## src/sv/pseu_pkg.sv

```systemverilog
// shared constants and tables for the phase shift extrapolation unit
// no dependencies
package pseu_pkg;

  localparam int SAMPLE_WIDTH_DEF    = 24;
  localparam int ROTATION_STAGES_DEF = 20;

  localparam int OVV_W  = 23;
  localparam int COS_W  = 17;
  localparam int DZ_W   = 20;
  localparam int KX_W   = 24;
  localparam int DEP_W  = 13;
  localparam int K2_W   = 46;
  localparam int KX2_W  = 48;
  localparam int ROOT_W = 23;
  localparam int DD_W   = DEP_W + DZ_W;
  localparam int PH_W   = 56;
  localparam int RED_W  = 31;
  localparam int ANG_W  = 32;
  localparam int MOD_STEPS = 26;

  localparam logic [RED_W-1:0] Q_TWO_PI  = 31'd1686629711;
  localparam logic [RED_W-1:0] Q_PI      = 31'd843314855;
  localparam logic [RED_W-1:0] Q_HALF_PI = 31'd421657428;
  localparam logic [24:0]      GAIN_Q24  = 25'd10187995;

  typedef enum logic [1:0] {
    REGION_PROP = 2'd0,
    REGION_EVAN = 2'd1,
    REGION_DIP  = 2'd2
  } region_t;

  typedef enum logic [1:0] {
    REG_OVV = 2'd0,
    REG_COS = 2'd1,
    REG_DZ  = 2'd2
  } reg_idx_t;

  function automatic logic signed [ANG_W-1:0] atan_q28(input int i);
    logic signed [ANG_W-1:0] r;
    case (i)
      0: r = 32'sd210828714;
      1: r = 32'sd124459457;
      2: r = 32'sd65760959;
      3: r = 32'sd33381290;
      4: r = 32'sd16755422;
      5: r = 32'sd8385879;
      6: r = 32'sd4193963;
      7: r = 32'sd2097109;
      8: r = 32'sd1048571;
      9: r = 32'sd524287;
      10: r = 32'sd262144;
      11: r = 32'sd131072;
      12: r = 32'sd65536;
      13: r = 32'sd32768;
      14: r = 32'sd16384;
      15: r = 32'sd8192;
      16: r = 32'sd4096;
      17: r = 32'sd2048;
      18: r = 32'sd1024;
      19: r = 32'sd512;
      20: r = 32'sd256;
      21: r = 32'sd128;
      22: r = 32'sd64;
      23: r = 32'sd32;
      24: r = 32'sd16;
      25: r = 32'sd8;
      26: r = 32'sd4;
      27: r = 32'sd2;
      28: r = 32'sd1;
      default: r = 32'sd0;
    endcase
    return r;
  endfunction

endpackage

```

## src/sv/pseu_mod_cell.sv

```systemverilog
// one compare and subtract step of the phase reduction modulo 2*pi
// depends on pseu_pkg
module pseu_mod_cell #(
  parameter int SHIFT  = 0,
  parameter int SIDE_W = 1
) (
  input  logic                          clk,
  input  logic                          rst,
  input  logic                          en,
  input  logic                          v_in,
  input  logic [pseu_pkg::PH_W-1:0]     ph_in,
  input  logic [SIDE_W-1:0]             side_in,
  output logic                          v_out,
  output logic [pseu_pkg::PH_W-1:0]     ph_out,
  output logic [SIDE_W-1:0]             side_out
);
  logic [pseu_pkg::PH_W+1:0] step;

  assign step = {27'd0, pseu_pkg::Q_TWO_PI} << SHIFT;

  always_ff @(posedge clk) begin
    if (rst) begin
      v_out <= 1'b0;
    end else if (en) begin
      v_out <= v_in;
    end
    if (en) begin
      if ({2'b00, ph_in} >= step) begin
        ph_out <= ph_in - step[pseu_pkg::PH_W-1:0];
      end else begin
        ph_out <= ph_in;
      end
      side_out <= side_in;
    end
  end
endmodule

```

## config.mk

```make
export PLATFORM = sky130hd
export DESIGN_NAME = pseu_mod_cell
export DESIGN_NICKNAME = d
export VERILOG_FILES = /design/src/sv/pseu_pkg.sv /design/src/sv/pseu_mod_cell.sv
export SDC_FILE = /design/constraint.sdc
export NUM_CORES = 1
export LEC_CHECK = 0
export BUFFER_PORTS_ARGS = -buffer_cell sky130_fd_sc_hd__buf_2
export CORE_MARGIN = 1
export CORE_UTILIZATION = 54
export CTS_CLUSTER_DIAMETER = 40
export CTS_CLUSTER_SIZE = 20
export DETAILED_ROUTE_END_ITERATION = 8
export PLACE_DENSITY = 0.88
export SYNTH_ARGS = -nofsm -noshare
export SYNTH_HDL_FRONTEND = slang
export SYNTH_SLANG_ARGS = --single-unit
```

## constraint.sdc

```tcl
create_clock -name clk -period 4.1 [get_ports clk]
set_input_delay 0.41 -clock clk [delete_from_list [all_inputs] [get_ports clk]]
set_output_delay 0.41 -clock clk [all_outputs]
set_load 0.02 [all_outputs]
```

==> impl_metrics.json <==
{
  "outcome": "finished clean",
  "cp.required_ns": 4.17,
  "ys_seq_elements": 58,
  "die_area_mm2": 0.00666,
  "yosys.area.top_type": "edfxtp_1",
  "netlist-cell-type-count": 57,
  "startpoint_type": "primary input",
  "cp-end-kind": "flop",
  "dieWidth_um": 81.6,
  "place_congestion": 0.917,
  "cts_resized": 0,
  "portBuffers": 118,
  "n_antenna_cell": 0,
  "synthToLayoutAreaGrowth_pct": 25.2,
  "synth_edf_count": 57,
  "synth_top_area_share_pct": 50.0,
  "grt_max_degree": 37,
  "holdBufCountCts": 0,
  "rsz0062_at_grt": "no",
  "finalCriticalPeriod_ns": 2.88,
  "vias": 3074,
  "post_cts_buffers": 0,
  "clk_pin_slew_ns": 0.06,
  "critPathMaxFanout": 18,
  "nFillCells": 464,
  "wire_per_inst_um": 17.8,
  "crit_type": "in -> reg",
  "syn_inst": 312,
  "routed_wl_um": 9150,
  "grt_pass1_wl_um": 14400,
  "synth-main-ff-cell": "edfxtp_1",
  "initial_core_util_pct": 56.8,
  "clkPwrFrac_pct": 35.6,
  "leakage_nw": 1.73,
  "setup_viol": 0,
  "drive_gt1_share_pct": 34.5,
  "hold_class": "in -> reg",
  "finalCritPeriodShare_pct": 70.1,
  "hpwl_um": 6660,
  "vdd_ir_drop_max_mv": 0.278,
  "powerDensity_mw_per_mm2": 373,
  "antenna_found_initial": 0,
  "coreArea_mm2": 0.00603,
  "cts_buffer_depth": 2,
  "relSlewSlack_pct": 45.4,
  "worstMarginPinSlew_ns": 0.798,
  "die_height_um": 81.6,
  "drt_iter0_drc": 237,
  "p_total_mw": 1.60,
  "wl_met2_um": 4430,
  "yosysWarnings": 0,
  "cts_buffers": 9,
  "highest_layer": "met4",
  "vias_per_cell": 5.97,
  "dp_cells": 499,
  "power_switching_mw": 0.440,
  "io_pins": 119,
  "dr.pass1.iters": 6,
  "yosysSeqAreaShare_pct": 50.6,
  "cp.arrival_ns": 2.94,
  "drc_errors": 0,
  "grt_overflow": 0,
  "track_usage_pct": 29.3,
  "fin_skew_ns": 0,
  "max-cap-violations": 0,
  "timing.hold.ws_ns": 0.226,
  "root_buffer": "clkbuf_8",
  "slew_viol_final": 0,
  "combPwrFrac_pct": 18.6,
  "nets": 497,
  "fmax_mhz": 348,
  "cts_num_sinks": 58,
  "synth_nets": 374,
  "cts-htree-levels": 3,
  "tns_ns": 0,
  "ant_nets": 0,
  "wl_met3_um": 819,
  "clock_latency_ns": 0.33,
  "hold_viol": 0,
  "avgSynthCellArea_um2": 11.0,
  "syn_area_mm2": 0.00342,
  "synth_area_leaders": "edfxtp_1, xor2_1, xnor2_1",
  "intPower_mw": 1.16,
  "fin_cells": 515,
  "p_seq_share_pct": 45.8,
  "row_count": 28,
  "grt_pass1_vias": 2870,
  "p_sw_share_pct": 27.5,
  "cts_tree": "yes",
  "ys_async_sr_fraction_pct": 0,
  "met1_length_um": 3710
}
[state kept, by name, summed over array words and instances, names as in the netlist]
| register | cells |
|---|---|
| side_out | 1 |
| ph_out | 56 |
| v_out | 1 |
[kinds of logic after synthesis]
kind of cell,after synthesis,synth area share (%)
compound gates,50,10.3
xor+xnor,55,14.1
fa+ha+maj,1,0.366
buf+inv,10,2.01
flops,58,50.6
mux,1,0.293
simple gates,137,22.3
[cell type report]
class | instances | area, µm² | share of cell area [%]
Timing Repair Buffer | 121 | 626 | 14.6
Inverter | 1 | 3.75 | 0.0876
Sequential cell | 58 | 1730 | 40.4
Tap cell | 75 | 93.8 | 2.19
Clock inverter | 6 | 81.3 | 1.90
Multi-Input combinational cell | 244 | 1620 | 37.8
Clock buffer | 10 | 128 | 2.98
[critical path, cell delays in order]
cell and delay [ns]:
buf_2 0.12, ha_1 0.18, nand3_1 0.13, a21oi_1 0.35, a21boi_0 0.25, o21ai_2 0.32, a41oi_2 0.40, buf_12 0.30
nor4_1 0.35, xor2_1 0.11
[path summary, 6_finish.rpt]
kind         depth (start not counted)          to  slack, ns  startpoint
max reg2reg                          2       v_out       3.51       v_out
max                                 10  ph_out[54]       1.22    ph_in[0]
min                                  2       v_out       0.23         rst
min reg2reg                          2       v_out       0.50       v_out
[synth_stat cells, types with 2 or more instances]
master and count:
o21bai_1 2, a31oi_1 4, nand3b_1 3, nand2_1 31
o21a_1 3, o21ai_0 8, nand3_1 13, nor3_1 18
and3_1 3, nor4_4 2, a21boi_0 3, and4_1 2
nor2_1 25, edfxtp_1 57, or4_1 2, a311oi_1 2
a21oi_1 10, a211oi_1 5, or3_1 7, nor4_1 12
nand4_1 3, o211ai_1 2, xnor2_1 20, buf_6 3
buf_2 4, or2_2 3, xor2_1 35
[metal layers]
layer / up-vias / GRT usage (%)
met2: 184 / 45.6
li1: 1425 / -
met4: 0 / 11.1
met5: - / 0
met3: 20 / 7.44
met1: 1445 / 39.3
[power by group through the flow]
| stage | Combinational [mW] | Clock [mW] | Sequential [mW] |
|---|---|---|---|
| after global routing | 0.320 | 0.597 | 0.737 |
| after global placement | 0.285 | 0 | 0.742 |
| after CTS | 0.295 | 0.570 | 0.733 |
| after detailed placement | 0.293 | 0 | 0.745 |
| final | 0.297 | 0.569 | 0.732 |
| after floorplan | 0.0834 | 0 | 0.819 |
[per-stage QoR]
step                      util [%]  area [µm²]  worst slack, ns
after CTS                     71.1        4290             1.30
after floorplan                  -        3420             1.55
after detailed placement      67.6        4080            0.976
final                         71.1        4290             1.22
after global placement        67.6        4080             1.06
after global routing          71.1        4290             1.01
[layout by cell type (no fill, tap or decap), types with 3 or more instances in the layout]
cell type / n
nand2_1: 31
buf_2: 118
clkbuf_8: 9
a21boi_0: 3
nor2_1: 25
a211oi_1: 5
a21oi_1: 10
or2_2: 3
nor4_1: 12
xor2_1: 35
nand3b_1: 3
nand3_1: 13
or3_1: 7
a31oi_1: 4
nor3_1: 18
xnor2_1: 20
o21ai_0: 8
edfxtp_1: 57
nand4_1: 3
and3_1: 3
o21a_1: 3
Power figures use the tool's default switching activity.
