$ cat src/sv/pseu_pkg.sv
// shared constants and tables for the phase shift extrapolation unit
// no dependencies
package pseu_pkg;

  localparam int SAMPLE_WIDTH_DEF    = 24;
  localparam int ROTATION_STAGES_DEF = 20;

  localparam int OVV_W  = 23;
  localparam int COS_W  = 17;
  localparam int DZ_W   = 20;
  localparam int KX_W   = 24;
  localparam int DEP_W  = 13;
  localparam int K2_W   = 46;
  localparam int KX2_W  = 48;
  localparam int ROOT_W = 23;
  localparam int DD_W   = DEP_W + DZ_W;
  localparam int PH_W   = 56;
  localparam int RED_W  = 31;
  localparam int ANG_W  = 32;
  localparam int MOD_STEPS = 26;

  localparam logic [RED_W-1:0] Q_TWO_PI  = 31'd1686629711;
  localparam logic [RED_W-1:0] Q_PI      = 31'd843314855;
  localparam logic [RED_W-1:0] Q_HALF_PI = 31'd421657428;
  localparam logic [24:0]      GAIN_Q24  = 25'd10187995;

  typedef enum logic [1:0] {
    REGION_PROP = 2'd0,
    REGION_EVAN = 2'd1,
    REGION_DIP  = 2'd2
  } region_t;

  typedef enum logic [1:0] {
    REG_OVV = 2'd0,
    REG_COS = 2'd1,
    REG_DZ  = 2'd2
  } reg_idx_t;

  function automatic logic signed [ANG_W-1:0] atan_q28(input int i);
    logic signed [ANG_W-1:0] r;
    case (i)
      0: r = 32'sd210828714;
      1: r = 32'sd124459457;
      2: r = 32'sd65760959;
      3: r = 32'sd33381290;
      4: r = 32'sd16755422;
      5: r = 32'sd8385879;
      6: r = 32'sd4193963;
      7: r = 32'sd2097109;
      8: r = 32'sd1048571;
      9: r = 32'sd524287;
      10: r = 32'sd262144;
      11: r = 32'sd131072;
      12: r = 32'sd65536;
      13: r = 32'sd32768;
      14: r = 32'sd16384;
      15: r = 32'sd8192;
      16: r = 32'sd4096;
      17: r = 32'sd2048;
      18: r = 32'sd1024;
      19: r = 32'sd512;
      20: r = 32'sd256;
      21: r = 32'sd128;
      22: r = 32'sd64;
      23: r = 32'sd32;
      24: r = 32'sd16;
      25: r = 32'sd8;
      26: r = 32'sd4;
      27: r = 32'sd2;
      28: r = 32'sd1;
      default: r = 32'sd0;
    endcase
    return r;
  endfunction

endpackage

$ cat src/sv/pseu_cordic_cell.sv
// one rotation-mode cordic micro-rotation
// depends on pseu_pkg
module pseu_cordic_cell #(
  parameter int STEP   = 0,
  parameter int XW     = 30,
  parameter int SIDE_W = 1
) (
  input  logic                              clk,
  input  logic                              rst,
  input  logic                              en,
  input  logic                              v_in,
  input  logic signed [XW-1:0]              x_in,
  input  logic signed [XW-1:0]              y_in,
  input  logic signed [pseu_pkg::ANG_W-1:0] a_in,
  input  logic [SIDE_W-1:0]                 side_in,
  output logic                              v_out,
  output logic signed [XW-1:0]              x_out,
  output logic signed [XW-1:0]              y_out,
  output logic signed [pseu_pkg::ANG_W-1:0] a_out,
  output logic [SIDE_W-1:0]                 side_out
);
  logic signed [XW-1:0]              dx;
  logic signed [XW-1:0]              dy;
  logic signed [pseu_pkg::ANG_W-1:0] da;

  assign dx = y_in >>> STEP;
  assign dy = x_in >>> STEP;
  assign da = pseu_pkg::atan_q28(STEP);

  always_ff @(posedge clk) begin
    if (rst) begin
      v_out <= 1'b0;
    end else if (en) begin
      v_out <= v_in;
    end
    if (en) begin
      if (a_in >= 0) begin
        x_out <= x_in - dx;
        y_out <= y_in + dy;
        a_out <= a_in - da;
      end else begin
        x_out <= x_in + dx;
        y_out <= y_in - dy;
        a_out <= a_in + da;
      end
      side_out <= side_in;
    end
  end
endmodule

$ cat config.mk
export PLATFORM = sky130hd
export DESIGN_NAME = pseu_cordic_cell
export DESIGN_NICKNAME = d
export VERILOG_FILES = /design/src/sv/pseu_pkg.sv /design/src/sv/pseu_cordic_cell.sv
export SDC_FILE = /design/constraint.sdc
export NUM_CORES = 1
export LEC_CHECK = 0
export ABC_AREA = 1
export BUFFER_PORTS_ARGS = -buffer_cell sky130_fd_sc_hd__buf_4
export CAP_MARGIN = 5
export CORE_MARGIN = 3
export CORE_UTILIZATION = 35
export CTS_CLUSTER_DIAMETER = 200
export DETAILED_ROUTE_END_ITERATION = 6
export SYNTH_ARGS = -nofsm -noshare
export SYNTH_HDL_FRONTEND = slang
export SYNTH_SLANG_ARGS = --single-unit
$ cat constraint.sdc
create_clock -name clk -period 3.75 [get_ports clk]
set_clock_uncertainty 0.1 [all_clocks]
set_input_delay 0.375 -clock clk [delete_from_list [all_inputs] [get_ports clk]]
set_output_delay 0.375 -clock clk [all_outputs]
set_load 0.05 [all_outputs]
==> results_dict.tcl <==
set metrics [dict create \
    status "finished, final reports clean" \
    path_clk_slew_ns 0.08 \
    timing.rr.end "v_out" \
    yosys_most_used_dff "edfxtp_1" \
    cellLeakagePower_nw 7.12 \
    numCtsBuffers 9 \
    busiest_layer "met2" \
    crit_required_ns 3.78 \
    cts_root_buf "clkbuf_16" \
    synth_cell_types 42 \
    io_pins 191 \
    setup-violations-final 0 \
    crit_path_start_kind "input port" \
    p_sw_share_pct 45.6 \
    grt_pass1_wl_mm 64.9 \
    power_density_nw_per_um2 359 \
    antenna_found_initial 0 \
    r2r_start "v_out" \
    tns_ns 0 \
    grt.met1_usage_pct 30.4 \
    worst_pin_slew_ns 0.760 \
    wire_per_inst_microns 17.6 \
    pwr-share-comb_pct 48.6 \
    min_path_type "in -> reg" \
    netlist_area_sq_um 11400 \
    hold_viol_final 0 \
    core.rowCount 65 \
    die_h_microns 187 \
    cts.path.max_buffers 2 \
    synth_top_area_share_pct 24.2 \
    ctsHoldBuffers 0 \
    vias 12000 \
    hold_ws_ns 0.0519 \
    arrival_ns 2.48 \
    synth_async_sr_flop_share_pct 0 \
    relSlewSlack_pct 49.4 \
    dieArea_sq_um 34800 \
    max_freq_mhz 408 \
    post_cts_resized 0 \
    initialDrtViolationCount 902 \
    synth.avg_cell_area_sq_um 6.35 \
    grt_max_degree 64 \
    synth.net_count 2014 \
    critPathMaxFanout 16 \
    ys_warn_count 0 \
    place.gp.congestion 1.01 \
    synth_edf_count 92 \
    drive_above_1_share_pct 12.0 \
    synth_top_cell_by_area "edfxtp_1" \
    drtAntennaViolNets 0 \
    seqPwrFrac_pct 29.1 \
    dp_hpwl_mm 35.7 \
    grt.met2_usage_pct 41.6 \
    crit_path_end_kind "flip-flop" \
    start_util_pct 35.8 \
    vdd_drop_max_mv 0.230 \
    hp-start "rst" \
    post_cts_buffers 0 \
    area_delta_synth_final_pct 18.3 \
    rsz0062_at_grt "no" \
    core-area_sq_um 31900 \
    drt_first_pass_iters 5 \
    die_x_microns 187 \
    cts_tree "yes" \
    min_period_ns 2.45 \
    drt-total-wl_mm 42.3 \
    final_cell_mix "583 x nand2_1, 299 x inv_1, 198 x buf_4" \
    pwr-share-clk_pct 22.4 \
    slew_violations 0 \
    hold_end "v_out" \
    grt_pass1_vias 11700 \
    avgViaCountPerCell 4.99 \
    path_class "in -> reg" \
    reg2reg_depth 2 \
    clock_sinks 93 \
    synth_area_leaders "edfxtp_1 24%, nand2_1 19%, ha_1 13%, inv_1 9.8%, nand3_1 6.4%" \
    timing.reg2reg.setup_slack_ns 3.07 \
    cap_viol_max_count 0 \
    overflow 0 \
    htreeDepth 3 \
    synth-seq-cells 93 \
    synth-seq-area-share_pct 24.4 \
    nets 2182 \
    drc 0 \
    hold_depth 2 \
    syn_inst 1797 \
    io_buffers 190 \
    layout_worst_path_cycle_share_pct 65.3 \
    n_antenna_cell 0 \
    final_common_cell "nand2_1" \
    clk_latency_ns 0.37 \
    switchingPower_mw 2.21 \
    grt.total_usage_pct 23.7 \
    use_met3_pct 2.42 \
    p_int_mw 2.64 \
]
state kept, by name, indices dropped and copies added, names as in the netlist:
signal    cells
a_out        32
side_out      1
v_out         1
x_out        30
y_out        29
logic make-up after synthesis:
kind of cell               count (synthesis)  share of synthesized area (%)
and+or+nand+nor                          946                           34.3
xor gates and xnor gates                  50                           3.84
AOI/OAI and AO/OA                        243                           11.6
muxes                                      3                          0.263
buffers and inverters                    342                           12.2
DFF                                       93                           24.4
adders and majority gates                120                           13.4
per-stage QoR:
stage	area (sq um)	std cells	total power, mW	setup WS, ns	utilization, %
2_1_floorplan	11400	1797	3.01	1.18	-
3_3_place_gp	13200	2389	3.78	0.909	41.4
3_5_place_dp	13200	2389	3.78	0.934	41.4
4_1_cts	13500	2404	4.87	1.34	42.4
5_1_grt	13500	2404	5.12	1.10	42.4
6_report	13500	2404	4.85	1.30	42.4
synthesized netlist by cell type, types with 2 or more instances:
master / n
fa_1: 4
o21ai_1: 4
edfxtp_1: 92
xor2_1: 43
nand4_1: 29
nand2_2: 4
clkbuf_1: 5
o21ai_0: 80
nand3b_2: 3
o21ai_2: 2
nand3b_1: 2
mux2i_1: 3
o211ai_1: 3
a21o_1: 8
inv_2: 2
buf_4: 13
and2_1: 6
nor2_2: 9
buf_1: 4
buf_2: 13
nor3_1: 14
inv_1: 299
a31oi_1: 3
xnor2_1: 7
o21a_1: 6
a21oi_1: 116
nand3_1: 145
o21bai_1: 16
buf_6: 6
ha_1: 116
nor2_1: 147
nand2_1: 583
layer usage:
layer / vias up / part of all wire [%]
met2: 415 / 48
met4: 0 / 3.2
met1: 5440 / 44
met5: - / 0
li1: 6073 / -
met3: 61 / 5.1
power groups by stage:
stage	Sequential (mW)	Combinational, mW	Clock, mW
2_1_floorplan	1.94	1.07	0
3_3_place_gp	1.44	2.34	0
3_5_place_dp	1.44	2.34	0
4_1_cts	1.41	2.35	1.11
5_1_grt	1.42	2.56	1.13
6_report	1.41	2.36	1.08
area by class of cell:
type	instances	area [sq um]
Fill cell	3426	18400
Clock buffer	9	225
Sequential cell	93	2780
Multi-Input combinational cell	1362	7240
Timing Repair Buffer	198	1490
Clock inverter	6	95.1
Tap cell	435	544
Inverter	301	1130
worst max-delay path by stage:
stage,startpoint,end,slack (ns),cells after the start
4_1_cts,a_in[31],a_out[15],1.34,10
6_report,a_in[31],a_out[15],1.30,10
3_3_place_gp,a_in[31],a_out[15],0.91,10
2_1_floorplan,a_in[31],a_out[20],1.18,12
5_1_grt,a_in[31],a_out[15],1.10,10
3_5_place_dp,a_in[31],a_out[15],0.93,10
critical path: stages:
cell and delay [ns]:
buf_4 0.14, inv_2 0.31, ha_1 0.36, a21oi_1 0.23
o21ai_0 0.17, nor2_1 0.42, o21ai_2 0.15, nand2_1 0.09
nand2_1 0.09, xor2_1 0.15
(Power assumes the default switching activity.)
