[config.mk]
export PLATFORM = sky130hd
export DESIGN_NAME = pseu_sqrt_cell
export DESIGN_NICKNAME = d
export VERILOG_FILES = /design/src/sv/pseu_pkg.sv /design/src/sv/pseu_sqrt_cell.sv
export SDC_FILE = /design/constraint.sdc
export NUM_CORES = 1
export LEC_CHECK = 0
export ABC_AREA = 1
export BUFFER_PORTS_ARGS = -buffer_cell sky130_fd_sc_hd__buf_4
export CAP_MARGIN = 20
export CORE_MARGIN = 2
export CORE_UTILIZATION = 59
export DETAILED_ROUTE_END_ITERATION = 16
export GPL_ROUTABILITY_DRIVEN = 0
export PLACE_DENSITY = 0.88
export SYNTH_ARGS = -nofsm -noshare
export SYNTH_HDL_FRONTEND = slang
export SYNTH_SLANG_ARGS = --single-unit
[constraint.sdc]
create_clock -name clk -period 4.9 [get_ports clk]
set_input_delay 0.98 -clock clk [delete_from_list [all_inputs] [get_ports clk]]
set_output_delay 0.98 -clock clk [all_outputs]
set_load 0.02 [all_outputs]
[src/sv/pseu_pkg.sv]
// shared constants and tables for the phase shift extrapolation unit
// no dependencies
package pseu_pkg;

  localparam int SAMPLE_WIDTH_DEF    = 24;
  localparam int ROTATION_STAGES_DEF = 20;

  localparam int OVV_W  = 23;
  localparam int COS_W  = 17;
  localparam int DZ_W   = 20;
  localparam int KX_W   = 24;
  localparam int DEP_W  = 13;
  localparam int K2_W   = 46;
  localparam int KX2_W  = 48;
  localparam int ROOT_W = 23;
  localparam int DD_W   = DEP_W + DZ_W;
  localparam int PH_W   = 56;
  localparam int RED_W  = 31;
  localparam int ANG_W  = 32;
  localparam int MOD_STEPS = 26;

  localparam logic [RED_W-1:0] Q_TWO_PI  = 31'd1686629711;
  localparam logic [RED_W-1:0] Q_PI      = 31'd843314855;
  localparam logic [RED_W-1:0] Q_HALF_PI = 31'd421657428;
  localparam logic [24:0]      GAIN_Q24  = 25'd10187995;

  typedef enum logic [1:0] {
    REGION_PROP = 2'd0,
    REGION_EVAN = 2'd1,
    REGION_DIP  = 2'd2
  } region_t;

  typedef enum logic [1:0] {
    REG_OVV = 2'd0,
    REG_COS = 2'd1,
    REG_DZ  = 2'd2
  } reg_idx_t;

  function automatic logic signed [ANG_W-1:0] atan_q28(input int i);
    logic signed [ANG_W-1:0] r;
    case (i)
      0: r = 32'sd210828714;
      1: r = 32'sd124459457;
      2: r = 32'sd65760959;
      3: r = 32'sd33381290;
      4: r = 32'sd16755422;
      5: r = 32'sd8385879;
      6: r = 32'sd4193963;
      7: r = 32'sd2097109;
      8: r = 32'sd1048571;
      9: r = 32'sd524287;
      10: r = 32'sd262144;
      11: r = 32'sd131072;
      12: r = 32'sd65536;
      13: r = 32'sd32768;
      14: r = 32'sd16384;
      15: r = 32'sd8192;
      16: r = 32'sd4096;
      17: r = 32'sd2048;
      18: r = 32'sd1024;
      19: r = 32'sd512;
      20: r = 32'sd256;
      21: r = 32'sd128;
      22: r = 32'sd64;
      23: r = 32'sd32;
      24: r = 32'sd16;
      25: r = 32'sd8;
      26: r = 32'sd4;
      27: r = 32'sd2;
      28: r = 32'sd1;
      default: r = 32'sd0;
    endcase
    return r;
  endfunction

endpackage

[src/sv/pseu_sqrt_cell.sv]
// one bit of the pipelined integer square root
// depends on pseu_pkg
module pseu_sqrt_cell #(
  parameter int BIT    = 0,
  parameter int SIDE_W = 1
) (
  input  logic                            clk,
  input  logic                            rst,
  input  logic                            en,
  input  logic                            v_in,
  input  logic [pseu_pkg::K2_W-1:0]       rem_in,
  input  logic [pseu_pkg::ROOT_W-1:0]     root_in,
  input  logic [SIDE_W-1:0]               side_in,
  output logic                            v_out,
  output logic [pseu_pkg::K2_W-1:0]       rem_out,
  output logic [pseu_pkg::ROOT_W-1:0]     root_out,
  output logic [SIDE_W-1:0]               side_out
);
  logic [47:0] trial;
  logic        take;

  // (root + 2^b)^2 - root^2
  assign trial = ({25'd0, root_in} << (BIT + 1)) + (48'd1 << (2 * BIT));
  assign take  = {2'b00, rem_in} >= trial;

  always_ff @(posedge clk) begin
    if (rst) begin
      v_out <= 1'b0;
    end else if (en) begin
      v_out <= v_in;
    end
    if (en) begin
      rem_out  <= take ? rem_in - trial[pseu_pkg::K2_W-1:0] : rem_in;
      root_out <= take ? root_in | (23'd1 << BIT) : root_in;
      side_out <= side_in;
    end
  end
endmodule

==> flow_metrics.tcl, run 1 <==
set metrics [dict create \
    status "complete, no violations" \
    worst-setup-path-type "in2reg" \
    cap_viol_max_count 0 \
    cts_tree "yes" \
    netlist_area_um2 5620 \
    grt_first_pass_wirelength_mm 23.7 \
    fmax_mhz 289 \
    pwr-share-comb_pct 30.2 \
    portBuffers 144 \
    firstDrtPassIters 5 \
    critPathLaunch "rem_in[23]" \
    min_period_ns 3.46 \
    p_seq_share_pct 41.2 \
    postCtsHoldBufs 0 \
    synthFlopType "edfxtp_1" \
    synth-async-reset-ratio_pct 0 \
    grt_usage_pct 29.4 \
    overflow 0 \
    die_h_um 102 \
    root_buffer "clkbuf_8" \
    n_antenna_cell 0 \
    switching_share_pct 32.4 \
    syn_to_final_growth_pct 25.1 \
    antenna_found_initial 0 \
    slew_viol_final 0 \
    setup_viol 0 \
    row_count 35 \
    dpl_cell_area_um2 6820 \
    cp_slowest_cell "inv_2" \
    synth_sequential_area_ratio_pct 37.7 \
    syn_inst 816 \
    cp_max_fo 48 \
    hold_ws_ns 0.515 \
    clk_pin_slew_ns 0.08 \
    postSynthAreaPerCell_um2 6.89 \
    clock-sinks 71 \
    cp-start-kind "primary input" \
    grt_setup_unrepaired "false" \
    clock_path_buffers 2 \
    die_w_um 102 \
    cp_cell_sequence "buf_4, ha_1, a21oi_1, nand2_1, inv_1, nand2_1, a21oi_1, nand3_2, inv_2, buf_4, a21oi_2" \
    grt_max_degree 72 \
    critPathRequiredTime_ns 5.03 \
    reg2reg_from "v_out" \
    ys_warn_count 0 \
    synth.most_common_cell "nand2_1" \
    num_io_pins 145 \
    die-area_um2 10300 \
    synth_edf_count 70 \
    start_util_pct 60.9 \
    relSlewSlack_pct 40.9 \
    fill_cells 709 \
    cts_buffers 9 \
    synth_common_cells "nand2_1, inv_1, nor2_1, edfxtp_1, nand3_1" \
    cp.arrival_ns 3.58 \
    final_layout_size_suffix_gt1_share_pct 19.7 \
    critPathBufInv 4 \
    clock_power_share_pct 28.5 \
    dr_total_vias 5747 \
    finalCritPeriodShare_pct 70.6 \
    cts_repair_resize_count 0 \
    total_leakage_power_nw 3.47 \
    min_from "v_out" \
    yosysTopAreaCell "edfxtp_1" \
    syn_nets 915 \
    switchingPower_mw 0.600 \
    hold_viol 0 \
    final_nets 1064 \
    ys_seq_elements 71 \
    endpoint_kind "flip-flop" \
    drt-total-wl_mm 15.1 \
    fin_skew_ns 0 \
    drtIter0Drc 451 \
    ant_nets 0 \
    multi_input_area_um2 2840 \
    clock_latency_ns 0.36 \
    tightest_slew_ns 0.887 \
    dp_hpwl_mm 11.7 \
    register_area_um2 2120 \
    crit_family "buffers and inverters" \
    synth_top_cell_area_share_pct 37.4 \
    p_total_mw 1.85 \
    post_drt_wl_per_cell_um 13.7 \
    final.setup.tns_ns 0 \
    ir_drop_v 0.000151 \
    ys_types 31 \
    drcViolationCount 0 \
    holdCritPathClass "reg2reg" \
    fin_area_um2 7030 \
    synth_area_leaders "edfxtp_1, nand2_1, inv_1" \
    cts_setup_buffers 0 \
    coreArea_um2 9240 \
    htree_levels 3 \
    viasPerCell 5.23 \
    internal_power_mw 1.25 \
    powerDensity_nw_per_um2 264 \
    cp_slowest_stage_delay_ns 0.70 \
    grt_pass1_vias 5349 \
]
-- cell usage in the layout, fill, tap and decap left out, types with 2 or more instances in the layout --
master,netlist,layout
nor2_2,3,3
and2_1,2,2
nand3b_1,9,9
buf_4,0,145
nor2_1,85,85
bufinv_16,0,2
clkinv_1,2,2
or2_2,4,4
nor3_1,8,8
ha_1,24,24
a21oi_2,16,16
clkinv_2,0,2
nand4_1,13,13
a21boi_0,3,3
clkbuf_8,0,9
nand2_1,286,286
edfxtp_1,70,70
nand2_2,4,4
nand3_1,52,52
a21oi_1,15,15
nand3_2,2,2
o21ai_0,24,24
xor2_1,3,3
xnor2_1,17,17
inv_1,159,159
-- state kept, by name (all words and copies together) (netlist names) --
signal,flops
root_out,23
rem_out,46
v_out,1
side_out,1
-- power groups by stage --
| stage | clock network, mW | logic (mW) | registers [mW] |
|---|---|---|---|
| floorplan | 0 | 0.237 | 0.863 |
| global placement | 0 | 0.543 | 0.776 |
| detailed placement | 0 | 0.550 | 0.778 |
| CTS | 0.528 | 0.554 | 0.765 |
| global route | 0.557 | 0.610 | 0.771 |
| finish | 0.528 | 0.561 | 0.765 |
-- routing by layer --
metal	GRT usage, %	vias to the layer above	wire [µm]
li1	-	2844	-
met1	37.2	2531	6210
met2	48.5	317	6980
met3	7.11	55	1420
met4	12.1	0	498
met5	0	-	0
-- worst min-delay path: stages, from the launching register on --
cell     delay (ns)
dfxtp_1        0.34
mux2i_1        0.07
nor2_1         0.08
-- kinds of logic after synthesis --
logic type / count (synthesis) / share of synthesized area (%)
fa+ha+maj: 25 / 5.70
xor+xnor: 20 / 3.12
buf+inv: 169 / 11.8
flops: 71 / 37.7
mux: 1 / 0.178
simple gates: 470 / 34.9
compound gates: 60 / 6.63
-- cell type report --
cell class / count / share of cell area (%)
sequential: 71 / 30.2
tap: 129 / 2.29
inverter: 162 / 8.65
clock buffer: 10 / 1.81
timing repair buffer: 145 / 15.5
multi-input combinational: 576 / 40.4
clock inverter: 6 / 1.23
-- per-stage QoR --
stage,setup WS (ns),utilization [%],cells
finish,1.44,76.1,1099
detailed placement,1.10,73.8,1083
floorplan,2.25,-,816
CTS,1.49,76.1,1099
global route,1.23,76.1,1099
global placement,1.18,73.8,1083
-- path summary, 6_finish.rpt --
path / endpoint / slack [ns] / cells past startpoint
min: v_out / 0.51 / 2
max: rem_out[43] / 1.44 / 11
max reg2reg: v_out / 4.31 / 2
min reg2reg: v_out / 0.51 / 2
(Power assumes the default switching activity.)
==> run 2, diff against run 1 <==
--- a/config.mk
+++ b/config.mk
@@ -9,10 +9,10 @@
 export BUFFER_PORTS_ARGS = -buffer_cell sky130_fd_sc_hd__buf_4
 export CAP_MARGIN = 20
 export CORE_MARGIN = 2
-export CORE_UTILIZATION = 59
+export CORE_UTILIZATION = 49
 export DETAILED_ROUTE_END_ITERATION = 16
 export GPL_ROUTABILITY_DRIVEN = 0
-export PLACE_DENSITY = 0.88
+export PLACE_DENSITY = 0.78
 export SYNTH_ARGS = -nofsm -noshare
 export SYNTH_HDL_FRONTEND = slang
 export SYNTH_SLANG_ARGS = --single-unit
==> constraint.sdc (replaced) <==
create_clock -name clk -period 2.85 [get_ports clk]
set_input_delay 0.57 -clock clk [delete_from_list [all_inputs] [get_ports clk]]
set_output_delay 0.57 -clock clk [all_outputs]
set_load 0.02 [all_outputs]
==> flow_metrics.tcl, run 2 (synthesis gave the netlist of run 1 again) <==
set metrics [dict create \
    status "complete, no violations" \
    overflow 0 \
    clock_path_buffers 2 \
    layout_common_cells "nand2_1, inv_1, buf_4" \
    clock-sinks 71 \
    n_antenna_cell 0 \
    p_total_mw 3.38 \
    drtIter0Drc 494 \
    final_nets 1070 \
    antenna_found_initial 0 \
    start_util_pct 49.7 \
    cp_max_fo 5 \
    slew_viol_final 0 \
    dr_total_vias 5667 \
    tightest_slew_ns 0.446 \
    endpoint_kind "flip-flop" \
    hold_ws_ns 0.380 \
    layout_commonest_cell "nand2_1" \
    finalCritPeriodShare_pct 82.2 \
    switching_share_pct 30.6 \
    firstDrtPassIters 7 \
    row_count 39 \
    total_leakage_power_nw 3.54 \
    coreArea_um2 11300 \
    syn_to_final_growth_pct 27.8 \
    die_w_um 111 \
    worst-setup-path-type "in2reg" \
    pwr-share-comb_pct 28.9 \
    regMostFlops "rem_out" \
    grt_first_pass_wirelength_mm 26.1 \
    cts_buffers 9 \
    dp_hpwl_mm 12.7 \
    grt_setup_unrepaired "false" \
    clock_power_share_pct 32.1 \
    cp-start-kind "primary input" \
    cts_repair_resize_count 0 \
    ant_nets 0 \
    grt_pass1_vias 5678 \
    largest_register_ffs 46 \
    clock_latency_ns 0.34 \
    die-area_um2 12300 \
    p_seq_share_pct 39.0 \
    powerDensity_nw_per_um2 470 \
    holdCritPathClass "in2reg" \
    fill_cells 1064 \
    internal_power_mw 2.34 \
    cts_tree "yes" \
    cap_viol_max_count 0 \
    drt-total-wl_mm 15.7 \
    relSlewSlack_pct 70.2 \
    final.setup.tns_ns 0 \
    grt_max_degree 43 \
    grt_usage_pct 26.4 \
    root_buffer "clkbuf_16" \
    post_drt_wl_per_cell_um 14.0 \
    drcViolationCount 0 \
    critPathRequiredTime_ns 2.94 \
    min_period_ns 2.34 \
    postCtsHoldBufs 0 \
    num_io_pins 145 \
    switchingPower_mw 1.03 \
    cts_setup_buffers 0 \
    final_layout_size_suffix_gt1_share_pct 20.0 \
    viasPerCell 5.06 \
    htree_levels 3 \
    ir_drop_v 0.000308 \
    final_cells 1119 \
    die_h_um 111 \
    fmax_mhz 427 \
    place_inst 1103 \
    hold_viol 0 \
    portBuffers 144 \
    top_regs "rem_out x46, root_out x23" \
    setup_viol 0 \
    fin_skew_ns 0 \
    clk_pin_slew_ns 0.06 \
    cp.arrival_ns 2.43 \
]
run 2: final timing paths:
check        startpoint           to  slack (ns)  cells past startpoint
min                 rst        v_out        0.38                      2
max reg2reg       v_out        v_out        2.27                      2
max           rem_in[2]  rem_out[20]        0.51                     13
min reg2reg       v_out        v_out        0.50                      2
run 2: stage by stage:
stage               setup slack (ns)  instance area, µm²  utilization (%)
floorplan                      0.607                5620                -
global placement               0.223                6910             61.0
detailed placement             0.182                6910             61.0
CTS                            0.535                7190             63.5
global route                   0.327                7190             63.5
finish                         0.508                7190             63.5
run 2: layout make-up:
| class | count | area, µm² | share of cell area [%] |
|---|---|---|---|
| sequential | 71 | 2120 | 29.5 |
| multi-input combinational | 576 | 2840 | 39.5 |
| tap | 143 | 179 | 2.49 |
| inverter | 162 | 608 | 8.46 |
| timing repair buffer | 151 | 1160 | 16.1 |
| clock buffer | 11 | 233 | 3.24 |
| clock inverter | 5 | 48.8 | 0.679 |
run 2: per-layer routing:
metal  part of all wire, %  global-route usage, %  wire (µm)  up-vias
li1                      -                      -          -     2861
met1                    42                   33.3       6630     2520
met2                    47                   44.0       7350      239
met3                   7.6                   6.01       1190       47
met4                   3.3                   10.4        516        0
met5                     0                      0          0        -
run 2: power by group through the flow:
stage                     registers (mW)  logic, mW  clock network, mW
final                               1.32      0.976               1.08
after global routing                1.33       1.06               1.16
after CTS                           1.32      0.971               1.10
after detailed placement            1.34      0.967                  0
after global placement              1.34      0.953                  0
after floorplan                     1.48      0.408                  0
run 2: critical path: stages:
cell	delay (ns)
buf_4	0.12
ha_1	0.36
nand2_1	0.13
inv_1	0.06
nand2_1	0.05
nand3_1	0.19
nand2_1	0.11
nand3_1	0.26
nand2_1	0.14
nand2_1	0.15
xor2_1	0.17
nand2_1	0.06
nand2_1	0.05
